===== config.mk =====
export PLATFORM = sky130hd
export DESIGN_NAME = button_click_event_detector_core_flat
export DESIGN_NICKNAME = d
export VERILOG_FILES = /design/src/bced_pkg.sv /design/src/bced_req_if.sv /design/src/bced_rsp_if.sv /design/src/bced_csr.sv /design/src/bced_fsm.sv /design/src/button_click_event_detector_core.sv /design/src/flat_wrapper.sv
export SDC_FILE = /design/constraint.sdc
export NUM_CORES = 1
export LEC_CHECK = 0
export BUFFER_PORTS_ARGS = -buffer_cell sky130_fd_sc_hd__buf_2
export CAP_MARGIN = 30
export CORE_ASPECT_RATIO = 0.9
export CORE_MARGIN = 10
export CORE_UTILIZATION = 54
export CTS_BUF_LIST = sky130_fd_sc_hd__clkbuf_2 sky130_fd_sc_hd__clkbuf_4 sky130_fd_sc_hd__clkbuf_8
export DETAILED_ROUTE_END_ITERATION = 10
export PLACE_DENSITY = 0.9
export SLEW_MARGIN = 5
export SYNTH_ARGS = -nofsm -noshare
export SYNTH_HDL_FRONTEND = slang
export SYNTH_SLANG_ARGS = --single-unit

===== constraint.sdc =====
create_clock -name clock -period 3.8 [get_ports clock]
set_input_delay 0.38 -clock clock [delete_from_list [all_inputs] [get_ports clock]]
set_output_delay 0.38 -clock clock [all_outputs]
set_load 0.02 [all_outputs]

===== src/bced_pkg.sv =====
`timescale 1ns / 1ps
// ----------------------------------------------------------------------------
// bced_pkg
// Shared types and constants for the button click event detector.
// ----------------------------------------------------------------------------
package bced_pkg;

   // Widths of the transfer fields and of the register file
   localparam int unsigned TIME_W  = 32;
   localparam int unsigned EVENT_W = 2;
   localparam int unsigned CFG_W   = 16;
   localparam int unsigned ADDR_W  = 4;
   localparam int unsigned DATA_W  = 32;

   // Action codes
   localparam logic ACT_SCAN  = 1'b0;
   localparam logic ACT_FETCH = 1'b1;

   // Event codes
   localparam logic [EVENT_W-1:0] EV_NONE   = 2'd0;
   localparam logic [EVENT_W-1:0] EV_CLICK  = 2'd1;
   localparam logic [EVENT_W-1:0] EV_DOUBLE = 2'd2;
   localparam logic [EVENT_W-1:0] EV_LONG   = 2'd3;

   // Register indexes (word address paddr[3:2])
   localparam logic [1:0] REG_DEBOUNCE = 2'd0;
   localparam logic [1:0] REG_LONG     = 2'd1;
   localparam logic [1:0] REG_GAP      = 2'd2;

   // Register reset values
   localparam logic [CFG_W-1:0] DEBOUNCE_RST = 16'd20;
   localparam logic [CFG_W-1:0] LONG_RST     = 16'd800;
   localparam logic [CFG_W-1:0] GAP_RST      = 16'd300;

   // Timing thresholds handed from the register file to the state machine
   typedef struct packed {
      logic [CFG_W-1:0] debounce_ms;
      logic [CFG_W-1:0] long_press_ms;
      logic [CFG_W-1:0] double_gap_ms;
   } cfg_type;

endpackage


===== src/bced_req_if.sv =====
`timescale 1ns / 1ps
// ----------------------------------------------------------------------------
// bced_req_if
// Sample / fetch request channel, valid-ready handshake.
// ----------------------------------------------------------------------------
interface bced_req_if;
   logic        valid;
   logic        ready;
   logic        action;
   logic        pressed;
   logic [31:0] now_ms;

   modport source (output valid, output action, output pressed, output now_ms,
                   input ready);
   modport sink   (input valid, input action, input pressed, input now_ms,
                   output ready);
endinterface


===== src/bced_rsp_if.sv =====
`timescale 1ns / 1ps
// ----------------------------------------------------------------------------
// bced_rsp_if
// Event result channel, valid-ready handshake.
// ----------------------------------------------------------------------------
interface bced_rsp_if;
   logic       valid;
   logic       ready;
   logic [1:0] event_res;

   modport source (output valid, output event_res, input ready);
   modport sink   (input valid, input event_res, output ready);
endinterface


===== src/bced_csr.sv =====
`timescale 1ns / 1ps
// ----------------------------------------------------------------------------
// bced_csr
// APB register file holding the debounce, long-press and double-click gap
// thresholds.
// ----------------------------------------------------------------------------
module bced_csr (
   input  logic                         clock,
   input  logic                         reset,
   input  logic                         psel,
   input  logic                         penable,
   input  logic                         pwrite,
   input  logic [bced_pkg::ADDR_W-1:0]  paddr,
   input  logic [bced_pkg::DATA_W-1:0]  pwdata,
   output logic [bced_pkg::DATA_W-1:0]  prdata,
   output logic                         pready,
   output bced_pkg::cfg_type            cfg
);
   import bced_pkg::*;

   logic             wr_en;
   logic [1:0]       reg_idx;
   logic [CFG_W-1:0] debounce_ff;
   logic [CFG_W-1:0] long_ff;
   logic [CFG_W-1:0] gap_ff;
   logic [CFG_W-1:0] rd_val;

   assign pready  = 1'b1;
   assign wr_en   = psel & penable & pwrite;
   assign reg_idx = paddr[3:2];

   // register writes; unmapped index is dropped
   always_ff @(posedge clock) begin
      if (reset) begin
         debounce_ff <= DEBOUNCE_RST;
         long_ff     <= LONG_RST;
         gap_ff      <= GAP_RST;
      end else if (wr_en) begin
         case (reg_idx)
            REG_DEBOUNCE: debounce_ff <= pwdata[CFG_W-1:0];
            REG_LONG:     long_ff     <= pwdata[CFG_W-1:0];
            REG_GAP:      gap_ff      <= pwdata[CFG_W-1:0];
            default: ;
         endcase
      end
   end

   // read mux
   always_comb begin
      case (reg_idx)
         REG_DEBOUNCE: rd_val = debounce_ff;
         REG_LONG:     rd_val = long_ff;
         REG_GAP:      rd_val = gap_ff;
         default:      rd_val = '0;
      endcase
   end

   assign prdata = {{(DATA_W-CFG_W){1'b0}}, rd_val};

   assign cfg.debounce_ms   = debounce_ff;
   assign cfg.long_press_ms = long_ff;
   assign cfg.double_gap_ms = gap_ff;

endmodule


===== src/bced_fsm.sv =====
`timescale 1ns / 1ps
// ----------------------------------------------------------------------------
// bced_fsm
// Six-state button qualifier with timestamp mark and one-entry event buffer.
// Produces the result of the current item combinationally; state advances
// when step is high.
// ----------------------------------------------------------------------------
module bced_fsm (
   input  logic                          clock,
   input  logic                          reset,
   input  logic                          step,
   input  logic                          action,
   input  logic                          pressed,
   input  logic [bced_pkg::TIME_W-1:0]   now_ms,
   input  bced_pkg::cfg_type             cfg,
   output logic [bced_pkg::EVENT_W-1:0]  event_res
);
   import bced_pkg::*;

   typedef enum logic [2:0] {
      PH_IDLE      = 3'd0,
      PH_DEBOUNCE  = 3'd1,
      PH_PRESSED   = 3'd2,
      PH_WAIT_REL  = 3'd3,
      PH_REL_PEND  = 3'd4,
      PH_DEBOUNCE2 = 3'd5
   } phase_type;

   phase_type          phase_ff, phase_in;
   logic [TIME_W-1:0]  mark_ff, mark_in;
   logic [EVENT_W-1:0] pend_ff, pend_in;
   logic [TIME_W-1:0]  elapsed;
   logic [CFG_W-1:0]   limit;
   logic               expired;

   // wrapping elapsed time against the threshold of the current phase
   assign elapsed = now_ms - mark_ff;

   always_comb begin
      case (phase_ff)
         PH_PRESSED:  limit = cfg.long_press_ms;
         PH_REL_PEND: limit = cfg.double_gap_ms;
         default:     limit = cfg.debounce_ms;
      endcase
   end

   assign expired = elapsed >= {{(TIME_W-CFG_W){1'b0}}, limit};

   // fetch returns the buffered event
   assign event_res = (action == ACT_FETCH) ? pend_ff : EV_NONE;

   // next state
   always_comb begin
      phase_in = phase_ff;
      mark_in  = mark_ff;
      pend_in  = pend_ff;
      if (action == ACT_FETCH) begin
         pend_in = EV_NONE;
      end else begin
         case (phase_ff)
            PH_DEBOUNCE: begin
               if (!pressed) begin
                  phase_in = PH_IDLE;
               end else if (expired) begin
                  phase_in = PH_PRESSED;
                  mark_in  = now_ms;
               end
            end
            PH_PRESSED: begin
               if (!pressed) begin
                  phase_in = PH_REL_PEND;
                  mark_in  = now_ms;
               end else if (expired) begin
                  pend_in  = EV_LONG;
                  phase_in = PH_WAIT_REL;
               end
            end
            PH_REL_PEND: begin
               if (pressed) begin
                  phase_in = PH_DEBOUNCE2;
                  mark_in  = now_ms;
               end else if (expired) begin
                  pend_in  = EV_CLICK;
                  phase_in = PH_IDLE;
               end
            end
            PH_DEBOUNCE2: begin
               // level is looked at only once debounce has run out
               if (expired) begin
                  if (pressed) begin
                     pend_in  = EV_DOUBLE;
                     phase_in = PH_WAIT_REL;
                  end else begin
                     phase_in = PH_IDLE;
                  end
               end
            end
            PH_WAIT_REL: begin
               if (!pressed) phase_in = PH_IDLE;
            end
            default: begin
               if (pressed) begin
                  phase_in = PH_DEBOUNCE;
                  mark_in  = now_ms;
               end
            end
         endcase
      end
   end

   always_ff @(posedge clock) begin
      if (reset) begin
         phase_ff <= PH_IDLE;
         mark_ff  <= '0;
         pend_ff  <= EV_NONE;
      end else if (step) begin
         phase_ff <= phase_in;
         mark_ff  <= mark_in;
         pend_ff  <= pend_in;
      end
   end

endmodule


===== src/button_click_event_detector_core.sv =====
`timescale 1ns / 1ps
// ----------------------------------------------------------------------------
// button_click_event_detector_core
// Debounces a sampled push-button level and reports click, double click and
// long press through a one-entry event buffer read by a fetch request.
// ----------------------------------------------------------------------------
//  channel | dir | handshake     | payload
//  req_ch  | in  | valid/ready   | action, pressed, now_ms
//  rsp_ch  | out | valid/ready   | event_res
//  APB     | in  | psel/penable  | paddr, pwdata, prdata (3 x 16-bit regs)
//
//  One request per cycle sustained while rsp_ch.ready stays high; each result is
//  presented on rsp_ch after the input register, then the state update into the
//  result register, and is held there until it transfers.
//  The input and result registers form a two-deep pipe, so a request is taken
//  while an earlier result waits; req_ch stalls only when both are full.
//  Synchronous active-high reset clears the state machine, the event buffer,
//  both valid flags and restores register defaults.
// ----------------------------------------------------------------------------
module button_click_event_detector_core (
   input  logic                         clock,
   input  logic                         reset,
   bced_req_if.sink                     req_ch,
   bced_rsp_if.source                   rsp_ch,
   input  logic                         psel,
   input  logic                         penable,
   input  logic                         pwrite,
   input  logic [bced_pkg::ADDR_W-1:0]  paddr,
   input  logic [bced_pkg::DATA_W-1:0]  pwdata,
   output logic [bced_pkg::DATA_W-1:0]  prdata,
   output logic                         pready
);
   import bced_pkg::*;

   cfg_type            cfg;
   logic               in_valid_ff, in_valid_in;
   logic               in_action_ff;
   logic               in_pressed_ff;
   logic [TIME_W-1:0]  in_now_ff;
   logic               out_valid_ff, out_valid_in;
   logic [EVENT_W-1:0] out_event_ff;
   logic [EVENT_W-1:0] fsm_event;
   logic               advance;
   logic               take;

   // register file
   bced_csr u_csr (
      .clock   (clock),
      .reset   (reset),
      .psel    (psel),
      .penable (penable),
      .pwrite  (pwrite),
      .paddr   (paddr),
      .pwdata  (pwdata),
      .prdata  (prdata),
      .pready  (pready),
      .cfg     (cfg)
   );

   // pipe control
   assign advance      = in_valid_ff & (~out_valid_ff | rsp_ch.ready);
   assign req_ch.ready = ~in_valid_ff | advance;
   assign take         = req_ch.valid & req_ch.ready;

   assign in_valid_in  = take | (in_valid_ff & ~advance);
   assign out_valid_in = advance | (out_valid_ff & ~rsp_ch.ready);

   // state machine works on the registered request
   bced_fsm u_fsm (
      .clock     (clock),
      .reset     (reset),
      .step      (advance),
      .action    (in_action_ff),
      .pressed   (in_pressed_ff),
      .now_ms    (in_now_ff),
      .cfg       (cfg),
      .event_res (fsm_event)
   );

   // valid flags
   always_ff @(posedge clock) begin
      if (reset) begin
         in_valid_ff  <= 1'b0;
         out_valid_ff <= 1'b0;
      end else begin
         in_valid_ff  <= in_valid_in;
         out_valid_ff <= out_valid_in;
      end
   end

   // payload registers
   always_ff @(posedge clock) begin
      if (take) begin
         in_action_ff  <= req_ch.action;
         in_pressed_ff <= req_ch.pressed;
         in_now_ff     <= req_ch.now_ms;
      end
      if (advance) begin
         out_event_ff <= fsm_event;
      end
   end

   assign rsp_ch.valid     = out_valid_ff;
   assign rsp_ch.event_res = out_event_ff;

endmodule


===== src/flat_wrapper.sv =====
// flat-port wrapper written by rule: the top's interface ports become plain ports
module button_click_event_detector_core_flat import bced_pkg::*;
  (clock, reset, psel, penable, pwrite, paddr, pwdata, prdata, pready, req_ch_valid, req_ch_action, req_ch_pressed, req_ch_now_ms, req_ch_ready, rsp_ch_valid, rsp_ch_event_res, rsp_ch_ready);
  bced_req_if req_ch_i ();
  bced_rsp_if rsp_ch_i ();
  input  logic clock;
  input  logic reset;
  input  logic psel;
  input  logic penable;
  input  logic pwrite;
  input  logic [bced_pkg::ADDR_W-1:0] paddr;
  input  logic [bced_pkg::DATA_W-1:0] pwdata;
  output logic [bced_pkg::DATA_W-1:0] prdata;
  output logic pready;
  input wire logic [$bits(req_ch_i.valid)-1:0] req_ch_valid;
  input wire logic [$bits(req_ch_i.action)-1:0] req_ch_action;
  input wire logic [$bits(req_ch_i.pressed)-1:0] req_ch_pressed;
  input wire logic [$bits(req_ch_i.now_ms)-1:0] req_ch_now_ms;
  output wire logic [$bits(req_ch_i.ready)-1:0] req_ch_ready;
  output wire logic [$bits(rsp_ch_i.valid)-1:0] rsp_ch_valid;
  output wire logic [$bits(rsp_ch_i.event_res)-1:0] rsp_ch_event_res;
  input wire logic [$bits(rsp_ch_i.ready)-1:0] rsp_ch_ready;
  assign req_ch_i.valid = req_ch_valid;
  assign req_ch_i.action = req_ch_action;
  assign req_ch_i.pressed = req_ch_pressed;
  assign req_ch_i.now_ms = req_ch_now_ms;
  assign req_ch_ready = req_ch_i.ready;
  assign rsp_ch_valid = rsp_ch_i.valid;
  assign rsp_ch_event_res = rsp_ch_i.event_res;
  assign rsp_ch_i.ready = rsp_ch_ready;
  button_click_event_detector_core u_core (.clock(clock), .reset(reset), .req_ch(req_ch_i), .rsp_ch(rsp_ch_i), .psel(psel), .penable(penable), .pwrite(pwrite), .paddr(paddr), .pwdata(pwdata), .prdata(prdata), .pready(pready));
endmodule

==> flow_results.org, run 1 <==
** Status
- Result of the run :: finished with violations
- Violated checks :: negative setup slack

** Synthesis
- Post-synth design cell area :: 7973 sq um
- Of the total synthesized cell area, the portion taken by full adders, half adders and majority gates is 0.07627.
- Of all cell types, the one taking the most synthesized area is dfxtp_1.
- Synthesized area per cell :: 8.357 sq um
- Post-synthesis compound-gate area fraction :: 0.1929
- Of the post-synthesis cell area, the part taken by muxes is 0.07235.
- Xor-xnor portion of the synthesized cell area :: 0.02417
- Proportion of synthesized flip-flops having asynchronous set or reset :: 0
- The share of the Yosys chip area taken by registers is 0.3540.
- Yosys top cell area share :: 0.2185
- The synthesized netlist contains 69 unique library cells.
- Syn. warnings :: 0
- Counting flops with a built-in enable in the synthesized netlist gives 36.
- Largest cells by area after synthesis :: dfxtp_1, edfxtp_1, ha_1
- Post-synthesis sequential element count :: 123
- Simple-gate portion of the synthesized area :: 0.2105
- Most common flop cell mapped by yosys :: dfxtp_1
- Largest family of logic cells by synthesized area :: simple AND/OR/NAND/NOR gates
- Gate Count Post-Synth :: 954

** Clocking
- TritonCTS Buffers :: 17
- Cell at the root of the clock tree :: clkbuf_8
- TritonCTS built the clock tree.
- CTS built an H-tree with a depth of 4.
- CTS sink count :: 123
- In this run, post-CTS hold repair placed 0 buffers.
- Counting along the longest clock path gives a buffer depth of 2.
- Insertion delay to the later sink of the worst-skew pair :: 0.46 ns
- Clock-pin slew was measured on the worst setup and hold paths at 0.08 ns.

** Setup path
- Category of the worst setup path launch point :: flop
- Required time worst endpoint :: 4.14 ns
- Class of the most critical setup path :: flop to flop
- STA puts the critical path data arrival time at 4.47 ns.
- Biggest fanout along the worst timing path :: 18
- STA classifies the critical path endpoint as a flop.

** STA
- Setup slack on the critical path of the routed design comes to -0.3305 ns.
- Setup-violating endpoint count in the final report :: 37
- For this run, the top clock speed supported by timing is 242.1 MHz.
- Clock skew on the completed layout was measured at 0.01447 ns.
- Count of final max-slew check failures :: 0
- Worst slew pin tran :: 0.9077 ns
- The number of failing hold endpoints at the final stage was 0.
- Period utilization :: 1.087
- The smallest clock period supported by the final layout is computed as 4.131 ns.
- Setup repair after global routing could not meet its margin everywhere.
- Headroom to the max-slew limit came out at 0.3948.

** Floorplan
- The core region is 14610 sq um.
- The floorplan step set the die height to 135.3 um.
- Starting Density :: 0.5457
- The floorplan step set the die width to 148.1 um.
- Die area :: 20030 sq um
- The floorplan has 42 rows.
- Num ports :: 114

** Power and ir drop
- Summed over all cells, the static leakage comes to 3.639 nW.
- Max VDD drop :: 0.4090 mV
- In this run the power density over the cells is 350.2 nW/um^2.

** Run
- Max-cap viol count :: 0

** Final layout
- Registers take 2823 sq um.
- In the final design database the tool counted 1180 nets.
- Footprint of the multi-input gates :: 4796 sq um
- Most common library cell in the layout ignoring fill and taps :: nand2_1
- Commonest non-fill, non-tap cells in the layout :: nand2_1, a21oi_1, dfxtp_1
- In the final layout, the share of cells above drive strength 1 is 0.1966.
- Final instance area :: 9275 sq um
- Number of fill cells in the layout :: 1234
- The number of antenna diodes in the final layout is 0.
- Share of the core filled with cells :: 0.6349
- The area growth from synthesis to layout is 16.34%.

** Placement
- Port buffering added 78 buffers.
- Final Wtd Congestion :: 0.9871
- Placed wire-length estimate :: 14.70 mm
- In this run the cell area measured after placement is 8802 sq um.

** Global route
- The number of antenna violations at the first check in global routing came to 0.
- Total track usage :: 0.2022
- Entering global routing, the biggest net connects 49 pins.
- Vias in the first global route :: 7022
- First-pass GRT wire length :: 33.69 mm
- After global routing the overflow that remains totals 0.

** Drt
- The first routing iteration left 614 violations.
- In this run the remaining antenna-violating nets after routing total 0.
- The routed layout has 7286 vias.
- After detailed routing, the average wire length per cell comes to 16.28 um.
- Final Routed Wirelength :: 20.62 mm
- DR pass1 iterations :: 6
- Vias per inst :: 5.755
- DRC :: 0

** Min path
- Worst min-delay path class :: primary input to flop
-- layout make-up --
cell class | instances | share of cell area
timing repair buffer | 139 | 0.09591
clock inverter | 14 | 0.01052
multi-input combinational | 726 | 0.5171
clock buffer | 18 | 0.02604
tap | 198 | 0.02671
sequential | 123 | 0.3043
inverter | 48 | 0.01943
-- layer usage --
| layer | global-route usage | vias up | part of all wire |
|---|---|---|---|
| li1 | - | 3509 | - |
| met1 | 0.2599 | 3402 | 0.43 |
| met2 | 0.3251 | 340 | 0.47 |
| met3 | 0.05244 | 35 | 0.084 |
| met4 | 0.06491 | 0 | 0.015 |
| met5 | 0 | - | 0 |
-- logic make-up after synthesis --
family                     count (synthesis)
DFF                                      123
AOI/OAI and AO/OA                        242
adders and majority gates                 48
other                                      2
xor gates and xnor gates                  22
muxes                                     57
buffers and inverters                    120
and+or+nand+nor                          340
-- power breakdown --
part	switching, W	internal (W)
combinational	0.000446	0.000338
sequential	0.0000328	0.00140
clock	0.000573	0.000457
total	0.00105	0.00220
-- registers in the layout (all words and copies together), names as in the netlist --
| register | cells |
|---|---|
| u_core.rsp_ch.event_res | 2 |
| u_core.u_fsm.mark_ff | 32 |
| u_core.in_pressed_ff | 1 |
| u_core.in_valid_ff | 1 |
| u_core.u_fsm.pend_ff | 2 |
| u_core.u_csr.gap_ff | 16 |
| u_core.in_action_ff | 1 |
| u_core.u_fsm.phase_ff | 3 |
| u_core.in_now_ff | 32 |
| u_core.u_csr.debounce_ff | 16 |
| u_core.u_csr.long_ff | 16 |
| u_core.rsp_ch.valid | 1 |
-- per-stage QoR --
stage	hold slack [ns]	std cells	total power (W)	setup WS [ns]	setup TNS, ns
2_1_floorplan	0.4487	969	0.001982	-0.005913	-0.01141
6_report	0.09338	1266	0.003248	-0.3305	-11.28
3_5_place_dp	0.4652	1229	0.002196	-0.4486	-14.66
3_3_place_gp	0.4567	1229	0.002173	-0.2626	-8.888
5_1_grt	0.07281	1266	0.003393	-0.5520	-19.14
4_1_cts	0.07014	1263	0.003235	-0.3452	-11.89
-- worst paths after layout --
kind	from	to	slack, ns	depth (start not counted)
max	u_core.in_now_ff[0]	u_core.u_fsm.mark_ff[22]	-0.33	21
min	req_ch_now_ms[5]	u_core.in_now_ff[5]	0.09	1
max reg2reg	u_core.in_now_ff[0]	u_core.u_fsm.mark_ff[22]	-0.33	21
min reg2reg	u_core.u_csr.gap_ff[1]	u_core.u_csr.gap_ff[1]	0.48	2
-- synth_stat cells, types with 9 or more instances --
| master | n |
|---|---|
| nand4_1 | 13 |
| clkbuf_1 | 42 |
| edfxtp_1 | 36 |
| a22o_1 | 16 |
| nor2_1 | 33 |
| a21oi_1 | 105 |
| nor3_1 | 10 |
| nand3_1 | 13 |
| o21ai_0 | 47 |
| dfxtp_1 | 87 |
| nand2_1 | 148 |
| nor2b_1 | 9 |
| nand3b_1 | 11 |
| ha_1 | 47 |
| nand2b_1 | 73 |
| mux2i_1 | 52 |
| xnor2_1 | 14 |
| inv_1 | 48 |
| buf_4 | 18 |
| a21o_1 | 13 |
-- critical path, stage by stage, from the launching register on --
cell and delay (ns):
edfxtp_1 0.35, inv_1 0.05, ha_2 0.18, fa_2 0.39, nand2b_4 0.15, a21o_1 0.20, nor2b_1 0.16, o21ai_1 0.15
xor2_1 0.11, ha_1 0.21, a21o_1 0.16, a21o_1 0.18, a21oi_1 0.14, nor2_1 0.07, nor4_2 0.28, o2111ai_1 0.17
nor4b_2 0.24, and4_1 0.27, buf_6 0.15, o2bb2ai_4 0.08, buf_12 0.18, mux2i_1 0.13
-- repair_timing --
| item | in CTS | in global routing |
|---|---|---|
| buffers inserted | 2 | 3 |
| pin swaps | 14 | 8 |
| gates resized for setup | 17 | 8 |
| setup endpoints to repair | 37 | 37 |
| gates cloned | 0 | 0 |
Note: power is estimated with default switching activity, not from simulation.
==> run 2, diff against run 1 <==
--- a/config.mk
+++ b/config.mk
@@ -12,6 +12,7 @@
 export CORE_UTILIZATION = 54
 export CTS_BUF_LIST = sky130_fd_sc_hd__clkbuf_2 sky130_fd_sc_hd__clkbuf_4 sky130_fd_sc_hd__clkbuf_8
 export DETAILED_ROUTE_END_ITERATION = 10
+export HOLD_SLACK_MARGIN = 0.1
 export PLACE_DENSITY = 0.9
 export SLEW_MARGIN = 5
 export SYNTH_ARGS = -nofsm -noshare
==> run 2 against run 1 <==
Net effect: the flow still finishes with violations (negative setup slack); final area rose by 3.1%; cell count rose by 2.3%; total power rose by 0.75%; global-route usage rose by 0.49 points; clock skew rose by 0.00094 ns; core utilization rose by 2.0 points; critical path type unchanged.
==> flow_results.org, run 2 (synthesis results as in run 1) <==
** Global route
- The total overflow reported by the global router is 0 (unchanged).
- The wire length of the first global-routing pass came to 34.47 mm (+2.3%).
- Total track usage :: 0.2070 (+0.004869)
- Number of antenna violations at the first check in global routing :: 0 (unchanged)
- The pin count of the biggest net entering global routing is 49 (unchanged).
- Vias in the first global route :: 7183 (+2.3%)

** Drt
- The via count came to 7482 (+2.7%).
- The starting DRC count in detailed routing came to 709 (+15%).
- DR pass1 iterations :: 5 (-1)
- The wire length per cell was 16.39 um (+0.64%).
- The DRC violation count after routing came to 0 (unchanged).
- Number of nets with antenna violations after routing :: 0 (unchanged)
- Final Routed Wirelength :: 21.22 mm (+2.9%)
- The routed via count divided by cell count came to 5.778 (+0.39%).

** Setup path
- Arrival time reported for the critical path endpoint :: 4.47 ns (about the same)
- The combined buffer and inverter count along the critical path is 3 (unchanged).
- CP top delay family :: simple AND/OR/NAND/NOR gates
- The signal on the critical path passes through inv_1, ha_2, fa_2, nand2b_4, a21o_1, nor2b_2, o21ai_2, xor2_1, ha_1, a21o_1, a21o_1, a21oi_1, nor2_1, nor4_2, o2111ai_1, nor4b_2, and4_1, buf_6, o2bb2ai_4, buf_12, mux2i_1.
- Startpoint of the lowest-slack register-to-register path :: u_core.in_now_ff[0]
- Required time worst endpoint :: 4.14 ns (about the same)
- Critical path endpoint category :: flop
- Path length in cells of the critical path :: 21 (unchanged)
- The number of cells on the worst reg-to-reg path is 21 (unchanged).
- Highest cell delay on the worst timing path :: 0.40 ns (about the same)
- Class of the most critical setup path :: flop to flop
- Following the worst setup path forward leads to its endpoint at u_core.u_fsm.mark_ff[22].
- The register-to-register setup slack was -0.33 ns (about the same).
- Crit. Startpoint :: u_core.in_now_ff[0]
- By instance count, the cell type seen most on the critical path is a21o_1.
- Biggest fanout along the worst timing path :: 18 (unchanged)
- The worst setup path is launched from a flop.
- The endpoint identified for the worst register-to-register timing path is u_core.u_fsm.mark_ff[22].
- Critical-path top delay cell :: fa_2

** Floorplan
- The effective utilization at floorplan is 0.5457 (unchanged).
- Die area :: 20030 sq um (unchanged)
- Core area :: 14610 sq um (unchanged)
- Height of the die :: 135.3 um (unchanged)
- The number of rows in the core area is 42 (unchanged).
- Die width :: 148.1 um (unchanged)
- Num ports :: 114 (unchanged)

** Power and ir drop
- The standby leakage power was 3.763 nW (+3.4%).
- The total power per unit cell area was 342.1 nW/um^2 (-2.3%).
- The total power consumption of the routed design is 0.003273 W (+0.75%).
- The peak ir drop on the vdd network was 0.4084 mV (-0.15%).

** Placement
- Input/output buffers :: 78 (unchanged)
- Final Wtd Congestion :: 0.9871 (unchanged)
- Placed wire-length estimate :: 14.70 mm (unchanged)
- The cell area after placement came to 8802 sq um (unchanged).

** Final layout
- Most common library cell in the layout ignoring fill and taps :: nand2_1
- In the layout the commonest cells are nand2_1, a21oi_1, dfxtp_1.
- NumNets Final :: 1209 (+2.5%)
- The final-layout fill cell count was 1197 (-3.0%).
- Footprint of the multi-input gates :: 4802 sq um (+0.13%)
- Combined flip-flop and latch cell area :: 2823 sq um (unchanged)
- Compared with the post-synthesis result, the final layout area differs by 19.99%.
- The fraction of layout cells with a size suffix above 1 is 0.1951 (-0.001552).
- Largest registers :: u_core.in_now_ff (32), u_core.u_fsm.mark_ff (32)
- The number of antenna diodes is 0 (unchanged).
- The final instance area is 9567 sq um (+3.1%).

** STA
- The setup clock skew after layout was 0.01541 ns (+0.0009417 ns).
- The post-route fraction of the period consumed by the critical path came to 1.088 (about the same).
- Peak Freq :: 241.9 MHz (about the same)
- The final critical path time including I/O delays and setup is 4.133 ns (+0.002695 ns).
- The measured slew at the worst slew-check pin came to 0.9283 ns (+0.02054 ns).
- The final worst hold slack came to 0.1289 ns (+0.03549 ns).
- The count of final setup violators is 37 (unchanged).
- Final hold violation count :: 0 (unchanged)
- The remaining max-slew budget at the tightest pin came to 0.3811 (-0.01369).
- Slack of the critical path :: -0.3332 ns (-0.002695 ns)
- Unrepaired setup endpoints after global routing :: yes
- Count of final max-slew check failures :: 0 (unchanged)

** Min path
- Worst Hold Launch :: req_ch_now_ms[27]
- The min-delay analysis places its worst path in the category primary input to flop.

** Clocking
- The clock transition at the register clock pins on the worst setup and hold paths after CTS came to 0.07 ns (about the same).
- The clock net sink count was 123 (unchanged).
- TritonCTS built the clock tree.
- The clock latency on the worst-skew pair is 0.46 ns (about the same).
- TritonCTS Buffers :: 17 (unchanged)
- The number of buffers on the longest clock path is 2 (unchanged).
- The cell sitting at the root of the clock tree is a clkbuf_8.
- The number of H-tree levels was 4 (unchanged).

** Status
- The final reports fail on negative setup slack.
- Result of the run :: finished with violations

** Run
- The number of maximum-capacitance constraint violations is 0 (unchanged).
-- run 2: worst min-delay path by stage --
stage,endpoint,cells past startpoint
after global placement,u_core.u_fsm.mark_ff[23],2
after floorplan,u_core.u_csr.long_ff[0],2
final,u_core.in_now_ff[27],1
after detailed placement,u_core.u_csr.gap_ff[9],2
after global routing,u_core.in_now_ff[9],1
after CTS,u_core.in_now_ff[8],1
-- run 2: power breakdown --
part	leakage [nW]	switching (W)	internal (W)
sequential	1.06	0.0000329	0.00140
combinational	2.54	0.000455	0.000359
clock	0.165	0.000567	0.000457
-- run 2: routing by layer --
metal  up-vias  share of wire  track usage
li1       3562              -            -
met3        40          0.088      0.05144
met4         0          0.015      0.06491
met1      3504           0.43       0.2656
met5         -              0            0
met2       376           0.47       0.3361
-- run 2: metrics by stage --
stage,setup TNS (ns),std cells,utilization,setup slack [ns]
6_report,-11.46,1295,0.6548,-0.3332
5_1_grt,-19.91,1295,0.6548,-0.5732
4_1_cts,-11.89,1290,0.6494,-0.3452
3_5_place_dp,-14.66,1229,0.6025,-0.4486
3_3_place_gp,-8.888,1229,0.6025,-0.2626
2_1_floorplan,-0.01141,969,-,-0.005913
-- run 2: timing repair --
action,4_1_cts,5_1_grt
hold endpoints to repair,27,0
setup endpoints to repair,37,37
hold buffers,27,0
buffers inserted,2,5
resized for setup,17,10
pin swaps,14,9
-- run 2: final cells by class --
cell class / instances / share of cell area
multi-input combinational: 726 / 0.5020
tap: 198 / 0.02590
clock inverter: 14 / 0.01020
sequential: 123 / 0.2951
timing repair buffer: 168 / 0.1228
inverter: 48 / 0.01883
clock buffer: 18 / 0.02524
